$ cat config.mk
export PLATFORM = sky130hd
export DESIGN_NAME = graphics_pixel_sequencer_unit
export DESIGN_NICKNAME = d
export VERILOG_FILES = /design/src/design/gps_pkg.sv /design/src/design/gps_shifter.sv /design/src/design/gps_colorsel.sv /design/src/design/graphics_pixel_sequencer_unit.sv
export SDC_FILE = /design/constraint.sdc
export NUM_CORES = 1
export LEC_CHECK = 0
export ABC_AREA = 0
export BUFFER_PORTS_ARGS = -buffer_cell sky130_fd_sc_hd__buf_2
export CAP_MARGIN = 5
export CORE_MARGIN = 2
export CORE_UTILIZATION = 25
export DETAILED_ROUTE_END_ITERATION = 16
export RECOVER_POWER = 25
export SLEW_MARGIN = 5
export SYNTH_ARGS = -nofsm -noshare
export SYNTH_HDL_FRONTEND = slang
export SYNTH_HIERARCHICAL = 1
export SYNTH_SLANG_ARGS = --single-unit
$ cat constraint.sdc
create_clock -name clk -period 3.82 [get_ports clk]
set_clock_uncertainty 0.2 [all_clocks]
set_input_delay 0.573 -clock clk [delete_from_list [all_inputs] [get_ports clk]]
set_output_delay 0.573 -clock clk [all_outputs]
set_load 0.02 [all_outputs]
$ cat src/design/gps_pkg.sv
// Shared types, mode codes and helpers for the graphics pixel sequencer.
package gps_pkg;

  // Display mode bits
  localparam int ModeBitEcm = 2;
  localparam int ModeBitBmm = 1;
  localparam int ModeBitMcm = 0;

  localparam logic [2:0] MODE_STD_TEXT  = 3'd0;
  localparam logic [2:0] MODE_MC_TEXT   = 3'd1;
  localparam logic [2:0] MODE_BITMAP    = 3'd2;
  localparam logic [2:0] MODE_MC_BITMAP = 3'd3;
  localparam logic [2:0] MODE_ECM_TEXT  = 3'd4;

  // Color nibble bit that marks a multicolor character
  localparam int ColorMcBit = 3;
  localparam logic [3:0] MC_TEXT_FG_MASK = 4'h7;

  typedef struct packed {
    logic [2:0]  pixel_index;
    logic [2:0]  xscroll;
    logic [2:0]  mode;
    logic        mc_generate;
    logic        flop_clear;
    logic        load_allowed;
    logic [7:0]  gfx_pixels;
    logic [7:0]  gfx_char;
    logic [3:0]  gfx_color;
    logic [15:0] bg_colors;
  } pixel_beat_t;

  typedef struct packed {
    logic [3:0] pixel_color;
    logic       is_foreground;
  } color_beat_t;

  // What the sequencer stage hands to the color stage
  typedef struct packed {
    logic        valid;
    logic [2:0]  mode;
    logic [15:0] bg_colors;
    logic [1:0]  color_bits;
    logic [7:0]  latched_char;
    logic [3:0]  latched_color;
  } stage_t;

  function automatic logic [3:0] bg_pick(input logic [15:0] bg, input logic [1:0] idx);
    logic [3:0] res;
    case (idx)
      2'd0:    res = bg[3:0];
      2'd1:    res = bg[7:4];
      2'd2:    res = bg[11:8];
      default: res = bg[15:12];
    endcase
    return res;
  endfunction

  // Multicolor display: MCM set and either bitmap or a multicolor character
  function automatic logic mc_display(input logic [2:0] mode, input logic mcbit);
    return mode[ModeBitMcm] & (mode[ModeBitBmm] | mcbit);
  endfunction

endpackage

$ cat src/design/gps_shifter.sv
// Shift register, character latches and multicolor flip-flop, updated once per beat.
module gps_shifter (
  input  logic                 clk,
  input  logic                 rst,
  input  logic                 accept,
  input  logic                 advance,
  input  gps_pkg::pixel_beat_t pixel,
  output gps_pkg::stage_t      stage
);

  logic [7:0] shift_data;
  logic [7:0] latched_char;
  logic [3:0] latched_color;
  logic       mc_flop;
  logic [1:0] color_bits;
  logic       valid;
  logic [2:0] mode;
  logic [15:0] bg_colors;

  logic       load;
  logic       flop_pre;
  logic       flop_ld;
  logic [7:0] shift_ld;
  logic [3:0] color_ld;
  logic       mcbit;
  logic       mc_disp;
  logic       mc_gen;
  logic [1:0] color_bits_next;

  always_comb begin
    load     = (pixel.pixel_index == pixel.xscroll) && pixel.load_allowed;
    flop_pre = pixel.flop_clear ? 1'b0 : mc_flop;
    flop_ld  = load ? 1'b1 : flop_pre;
    shift_ld = load ? pixel.gfx_pixels : shift_data;
    color_ld = load ? pixel.gfx_color : latched_color;
    mcbit    = color_ld[gps_pkg::ColorMcBit];
    mc_disp  = gps_pkg::mc_display(pixel.mode, mcbit);
    mc_gen   = pixel.mc_generate & (pixel.mode[gps_pkg::ModeBitBmm] | mcbit);
    if (mc_gen) begin
      if (flop_ld) begin
        color_bits_next = mc_disp ? shift_ld[7:6] : {1'b0, shift_ld[7]};
      end else begin
        color_bits_next = color_bits;
      end
    end else begin
      color_bits_next = mc_disp ? {shift_ld[7], 1'b0} : {1'b0, shift_ld[7]};
    end
  end

  always_ff @(posedge clk) begin
    if (rst) begin
      shift_data    <= '0;
      latched_char  <= '0;
      latched_color <= '0;
      mc_flop       <= 1'b0;
      color_bits    <= '0;
      valid         <= 1'b0;
    end else begin
      if (accept) begin
        shift_data    <= {shift_ld[6:0], 1'b0};
        latched_char  <= load ? pixel.gfx_char : latched_char;
        latched_color <= color_ld;
        mc_flop       <= ~flop_ld;
        color_bits    <= color_bits_next;
        valid         <= 1'b1;
      end else if (advance) begin
        valid <= 1'b0;
      end
    end
  end

  always_ff @(posedge clk) begin
    if (accept) begin
      mode      <= pixel.mode;
      bg_colors <= pixel.bg_colors;
    end
  end

  always_comb begin
    stage.valid         = valid;
    stage.mode          = mode;
    stage.bg_colors     = bg_colors;
    stage.color_bits    = color_bits;
    stage.latched_char  = latched_char;
    stage.latched_color = latched_color;
  end

endmodule

$ cat src/design/gps_colorsel.sv
// Mode-dependent color select and the result register.
module gps_colorsel (
  input  logic                 clk,
  input  logic                 rst,
  input  logic                 advance,
  input  logic                 take,
  input  gps_pkg::stage_t      stage,
  output logic                 color_valid,
  output gps_pkg::color_beat_t color
);

  logic [3:0] color_sel;
  logic       fg_sel;
  logic       mcbit;
  logic [1:0] cb;

  always_comb begin
    cb    = stage.color_bits;
    mcbit = stage.latched_color[gps_pkg::ColorMcBit];
    case (stage.mode)
      gps_pkg::MODE_STD_TEXT: begin
        color_sel = cb[0] ? stage.latched_color : gps_pkg::bg_pick(stage.bg_colors, 2'd0);
      end
      gps_pkg::MODE_MC_TEXT: begin
        if (!mcbit) begin
          color_sel = cb[0] ? stage.latched_color : gps_pkg::bg_pick(stage.bg_colors, 2'd0);
        end else if (cb == 2'd3) begin
          color_sel = stage.latched_color & gps_pkg::MC_TEXT_FG_MASK;
        end else begin
          color_sel = gps_pkg::bg_pick(stage.bg_colors, cb);
        end
      end
      gps_pkg::MODE_BITMAP: begin
        color_sel = cb[0] ? stage.latched_char[7:4] : stage.latched_char[3:0];
      end
      gps_pkg::MODE_MC_BITMAP: begin
        case (cb)
          2'd0:    color_sel = gps_pkg::bg_pick(stage.bg_colors, 2'd0);
          2'd1:    color_sel = stage.latched_char[7:4];
          2'd2:    color_sel = stage.latched_char[3:0];
          default: color_sel = stage.latched_color;
        endcase
      end
      gps_pkg::MODE_ECM_TEXT: begin
        color_sel = cb[0] ? stage.latched_color
                          : gps_pkg::bg_pick(stage.bg_colors, stage.latched_char[7:6]);
      end
      default: color_sel = 4'd0;  // illegal ECM combinations draw black
    endcase
    fg_sel = gps_pkg::mc_display(stage.mode, mcbit) ? cb[1] : (cb != 2'd0);
  end

  always_ff @(posedge clk) begin
    if (rst) begin
      color_valid <= 1'b0;
    end else if (advance) begin
      color_valid <= 1'b1;
    end else if (take) begin
      color_valid <= 1'b0;
    end
  end

  always_ff @(posedge clk) begin
    if (advance) begin
      color.pixel_color   <= color_sel;
      color.is_foreground <= fg_sel;
    end
  end

endmodule

$ cat src/design/graphics_pixel_sequencer_unit.sv
// Top level of the graphics pixel sequencer: sequencer stage plus color stage.
// An accepted pixel beat passes the sequencer stage registers, then the result register.
// Throughput: one pixel per cycle while pixel_stall is low; the shift register, latches and flip-flop
//   update in the accept cycle, so the next pixel can follow at once.
// pixel_stall rises only when both stages hold beats and color_stall is high.
// Synchronous reset clears shift register, latches, flip-flop, color bits and valids.
module graphics_pixel_sequencer_unit (
  input  logic                 clk,
  input  logic                 rst,
  input  logic                 pixel_valid,
  output logic                 pixel_stall,
  input  gps_pkg::pixel_beat_t pixel,
  output logic                 color_valid,
  input  logic                 color_stall,
  output gps_pkg::color_beat_t color
);

  gps_pkg::stage_t stage;
  logic            out_free;  // result register can load this cycle
  logic            advance;   // sequencer stage moves into result register
  logic            accept;
  logic            take;

  // Result register empties on a taken beat, so the stage behind it moves.
  assign take        = color_valid & ~color_stall;
  assign out_free    = ~color_valid | ~color_stall;
  assign advance     = stage.valid & out_free;
  // Stage can take a new pixel when empty or emptying this cycle.
  assign pixel_stall = stage.valid & ~out_free;
  assign accept      = pixel_valid & ~pixel_stall;

  gps_shifter u_shifter (
    .clk     (clk),
    .rst     (rst),
    .accept  (accept),
    .advance (advance),
    .pixel   (pixel),
    .stage   (stage)
  );

  gps_colorsel u_colorsel (
    .clk         (clk),
    .rst         (rst),
    .advance     (advance),
    .take        (take),
    .stage       (stage),
    .color_valid (color_valid),
    .color       (color)
  );

endmodule

---- Word level (Yosys, flattened, before mapping) ----
Cells that the tools add are included.
word-level totals
  register bits after elaboration ......... 48
  input port bits ......................... 52
  output and inout port bits .............. 7
  word-level logic and storage cells ...... 70
operators by class
  equality and inequality tests ........... 11
  multiplexer cells ....................... 23
  bitwise gates (word level) .............. 15
  reduce and logical (&&, ||, !) cells .... 9
operators with widths
  operator              count
  $pmux W4 S3           3
  $mux W4               7
  $pmux W4 S5           1
  $mux W2               4
  $mux W8               1
  $and A1 B1 Y1         7
  $mux W1               7
  $eq A2 B2 Y1 const B  3
  $eq A3 B2 Y1 const B  2
  $reduce_bool A2 Y1    3
  $not A1 Y1            5
  $eq A2 B1 Y1 const B  2
  $logic_not A2 Y1      2
  $reduce_and A2 Y1     2
  $eq A3 B1 Y1 const B  1
  $eq A3 B3 Y1          1
  $eq A3 B3 Y1 const B  1
  $logic_not A3 Y1      1
  $or A1 B1 Y1          3
  $ne A2 B1 Y1 const B  1
  $logic_and A1 B1 Y1   1

---- Depth between registers and ports, before layout ----
  depth after elaboration ................. 8
  gate-level depth with buffers ........... 8
  gate-level depth less buffers ........... 6

---- Modules after synthesis ----
Netlist, hierarchy kept.
by module, submodules not included
  module                         instances  cells each  area each (um^2)  sequential area each (um^2)
  gps_shifter                    1          127         1606.5            1031.0
  gps_colorsel                   1          83          895.9             170.2
  graphics_pixel_sequencer_unit  1          4           36.3              0.0

---- Worst setup path after synthesis ----
Ideal clock, no wire load.
  path kind ............................... input-to-reg
  start point ............................. input port color_stall
  end point ............................... register u_shifter.latched_char[0]
  setup time .............................. 128 ps
  data arrival time ....................... 2296 ps
  data required time ...................... 3492 ps
  path slack .............................. 1197 ps
  cell stages on the path ................. 7
  buffers on the path ..................... 1
  path through ............................ and3_4 nor2b_2 inv_1 nor2_8 buf_12 mux2i_1 nor2_1
between the ends
  cells in the longest elaborated chain, start to end .. 7
ends and longest elaborated chain
  item                         RTL line                             text
  start: declaration           graphics_pixel_sequencer_unit.sv:14  input logic color_stall,
  $not A1 Y1                   graphics_pixel_sequencer_unit.sv:26  assign out_free = ~color_valid | ~color_stall;
  $or A1 B1 Y1                 graphics_pixel_sequencer_unit.sv:26
  $not A1 Y1                   graphics_pixel_sequencer_unit.sv:29  assign pixel_stall = stage.valid & ~out_free;
  $and A1 B1 Y1                graphics_pixel_sequencer_unit.sv:29
  $not A1 Y1                   graphics_pixel_sequencer_unit.sv:30  assign accept = pixel_valid & ~pixel_stall;
  $and A1 B1 Y1                graphics_pixel_sequencer_unit.sv:30
  net accept                   graphics_pixel_sequencer_unit.sv:21  logic accept;
  $reduce_and A2 Y1 (no line)  n/a
  end signal: assignment       gps_shifter.sv:61                    latched_char <= load ? pixel.gfx_char : latched_char;
  end: declaration             gps_shifter.sv:12                    logic [7:0] latched_char;
The timed path passes the listed nets, and every way through them passes these cells.
A chain may end at the register's enable or synchronous reset.

---- Worst setup path after layout ----
  start point ............................. input port pixel[43] in the netlist's numbering
  end point ............................... register u_shifter.latched_color[0]
between the ends
  cells in the longest elaborated chain, start to end .. 3
ends and longest elaborated chain
  item                         RTL line                             text
  start: declaration           graphics_pixel_sequencer_unit.sv:12  input gps_pkg::pixel_beat_t pixel,
  $eq A3 B3 Y1                 gps_shifter.sv:31                    load = (pixel.pixel_index == pixel.xscroll) && pixel.load_allowed;
  $logic_and A1 B1 Y1          gps_shifter.sv:31
  $reduce_and A2 Y1 (no line)  n/a
  end signal: assignment       gps_shifter.sv:62                    latched_color <= color_ld;
  end: declaration             gps_shifter.sv:13                    logic [3:0] latched_color;
No other way between the ends.

==> flow_metrics.env <==
export IMPL_rsz0062_at_grt="false"
export IMPL_drc=0
export IMPL_synthCells=214
export IMPL_ys_seq_elements=48
export IMPL_die_h_um=105
export IMPL_io_buffers=58
export IMPL_synth_top_cell_by_area="edfxtp_1"
export IMPL_clk_pin_slew_ps=90
export IMPL_first_pass_iters=5
export IMPL_hold_class="input port to register"
export IMPL_wl_met2_mm=2.85
export IMPL_crit_required_ps=3790
export IMPL_wl_mm=5.79
export IMPL_n_antenna_cell=0
export IMPL_async_flop_share_pct=0
export IMPL_cts_resized=0
export IMPL_post_dp_hpwl_mm=4.23
export IMPL_ys_types=47
export IMPL_wl_met1_mm=2.67
export IMPL_core_area_sq_um=9820
export IMPL_die_area_sq_um=11000
export IMPL_viasPerCell=4.61
export IMPL_cts_hold_buf=0
export IMPL_drt_iter0_drc=100
export IMPL_yosysSeqAreaShare_pct=47.3
export IMPL_fp_row_count=36
export IMPL_rr_startpoint="u_shifter/color_bits[0]$_SDFFE_PP0P_"
export IMPL_clk_latency_ps=290
export IMPL_holdCritStartpoint="pixel[13]"
export IMPL_clockRootBuffer="clkbuf_8"
export IMPL_setup_tns_ps=0
export IMPL_fmax_mhz=433
export IMPL_cellPowerDensity_nw_per_um2=373
export IMPL_yosys_most_used_dff="edfxtp_1"
export IMPL_cts_inserted_buffers=5
export IMPL_startpoint="pixel[43]"
export IMPL_grt_antenna_before_repair=0
export IMPL_synth_area_top_cells="edfxtp_1 28%, dfxtp_1 19%, mux2i_1 6.3%"
export IMPL_dr_wl_met3_um=247
export IMPL_initial_core_util_pct=25.9
export IMPL_io_pins=59
export IMPL_htreeDepth=2
export IMPL_synth_area_sq_um=2540
export IMPL_top_layer_used="met4"
export IMPL_cts_setup_buffers=0
export IMPL_clkSinkCount=48
export IMPL_syn_mean_instance_area_sq_um=11.9
export IMPL_crit_path_cell_trace="buf_2 > xor2_1 > or4b_1 > nor2_8 > mux2i_1 > nor2_1"
export IMPL_placed_cell_area_sq_um=2880
export IMPL_cp_slowest_cell="or4b_1"
export IMPL_stdcell_area_sq_um=3000
export IMPL_min_period_over_period_pct=60.5
export IMPL_clock_path_buffers=2
export IMPL_drive_above_1_share_pct=34.0
export IMPL_synth_nets=266
export IMPL_areaGrowthSynthToFinish_pct=18.1
export IMPL_gp_congestion=0.795
export IMPL_synth_edf_count=24
export IMPL_die_width_um=105
export IMPL_hold_viol=0
export IMPL_arrival_ps=2280
export IMPL_tightest_slew_ps=933
export IMPL_maxSlewHeadroom_pct=37.3
export IMPL_p_leak_nw=1.11
export IMPL_cp_start_kind="input port"
export IMPL_track_usage_pct=10.7
export IMPL_nFillCells=1049
export IMPL_setup_violations=0
export IMPL_fin_crit_ps=2310
export IMPL_vias=1850
export IMPL_vdd_ir_drop_max_mv=0.133
export IMPL_synth_top_cell_area_share_pct=28.4
export IMPL_cp_max_fo=12
export IMPL_max_cap_violations=0
export IMPL_grt_max_degree=34
export IMPL_overflow=0
export IMPL_end_kind="register"
export IMPL_final_nets=319
export IMPL_grt_pass1_vias=1894
export IMPL_status="complete, no violations"
export IMPL_yosysWarnings=6
export IMPL_maxSlewViolCount=0
export IMPL_post_drt_wl_per_cell_um=14.4
export IMPL_drtAntennaViolNets=0
export IMPL_cts_tree="done"
export IMPL_crit_type="input port to register"
export IMPL_cpPeakStageDelay_ps=760
export IMPL_grt_pass1_wl_mm=9.39
## metrics by stage
step / hold slack (ps) / worst slack, ps / std cells / total power [mW] / utilization [%]
global route: 227 / 1380 / 401 / 1.17 / 30.5
global placement: 255 / 1280 / 393 / 0.754 / 29.3
detailed placement: 257 / 1200 / 393 / 0.757 / 29.3
finish: 247 / 1510 / 401 / 1.12 / 30.5
floorplan: 241 / 1200 / 214 / 0.706 / -
CTS: 232 / 1530 / 401 / 1.14 / 30.6
## metal layers
layer / GRT usage, % / vias to the layer above
li1: - / 906
met1: 13.9 / 885
met2: 18.3 / 57
met3: 2.12 / 2
met4: 2.29 / 0
met5: 0 / -
## sequential cells by signal, summed over array words and instances, names as in the netlist, 2 cells and up
signal                   cells
u_shifter/shift_data         7
u_shifter/color_bits         2
u_shifter/latched_color      4
u_colorsel/color             5
u_shifter/mode               3
u_shifter/bg_colors         16
u_shifter/latched_char       8
## critical path: cells and delay by family
kind,cells,cell delay [ps]
and+or+nand+nor,3,1170
buffers and inverters,1,100
xor gates and xnor gates,1,170
muxes,1,260
## power by group
| group | internal [mW] | total [mW] | switching, mW |
|---|---|---|---|
| Clock | 0.209 | 0.373 | 0.164 |
| Sequential | 0.571 | 0.595 | 0.0249 |
| Combinational | 0.0743 | 0.148 | 0.0740 |
## placed cells by master (no fill, tap or decap), types with 2 or more instances in the layout
| cell | count |
|---|---|
| buf_2 | 55 |
| o21ai_1 | 3 |
| a21oi_1 | 7 |
| o2111ai_1 | 2 |
| edfxtp_1 | 24 |
| buf_4 | 3 |
| inv_1 | 5 |
| nor2_1 | 26 |
| o211ai_1 | 2 |
| mux2i_1 | 16 |
| o21ai_0 | 3 |
| clkbuf_1 | 4 |
| o22a_1 | 3 |
| clkbuf_16 | 2 |
| nand3_1 | 4 |
| a222oi_1 | 3 |
| mux2_2 | 13 |
| a31oi_1 | 2 |
| a22o_1 | 2 |
| nand2_1 | 14 |
| nor3_1 | 2 |
| mux4_1 | 4 |
| xor2_1 | 3 |
| a311oi_1 | 6 |
| nand2b_1 | 6 |
| mux4_2 | 4 |
| clkbuf_8 | 5 |
| dfxtp_1 | 24 |
| nor2b_1 | 4 |
## kinds of logic after synthesis
kind of cell | count (synthesis) | synth area share, %
simple gates | 65 | 13.5
flops | 48 | 47.3
compound gates | 40 | 11.6
mux | 38 | 20.4
buf+inv | 20 | 6.21
xor+xnor | 3 | 1.04
## Yosys cell counts, types with 2 or more instances
master / n
nand2b_1: 6
a22o_1: 2
mux4_2: 4
nor2_1: 26
xor2_1: 3
dfxtp_1: 24
o22a_1: 3
inv_1: 5
o21ai_1: 3
o2111ai_1: 2
mux2i_1: 16
mux2_2: 13
a311oi_1: 6
a21oi_1: 7
edfxtp_1: 24
a31oi_1: 2
nor2b_1: 4
a222oi_1: 3
nand2_1: 14
clkbuf_1: 5
o211ai_1: 2
o21ai_0: 3
nand3_1: 4
buf_6: 5
buf_4: 2
mux4_1: 4
nor3_1: 2
## final timing paths
check | cells past startpoint | slack (ps) | end
max | 6 | 1510 | u_shifter/latched_color[0]$_SDFFE_PP0P_
min | 1 | 250 | u_shifter/bg_colors[13]$_DFFE_PP_
max reg2reg | 5 | 1540 | u_colorsel/color[4]$_DFFE_PP_
min reg2reg | 2 | 270 | u_shifter/shift_data[1]$_SDFFE_PP0P_
## final cells by class
type | count | area, sq um | share of cell area (%)
inverters | 5 | 18.8 | 0.626
well taps | 133 | 166 | 5.55
flip-flops and latches | 48 | 1200 | 40.1
clock buffers | 8 | 123 | 4.09
multi-input cells | 146 | 1180 | 39.4
repair buffers | 61 | 309 | 10.3
Note: power is estimated with default switching activity, not from simulation.
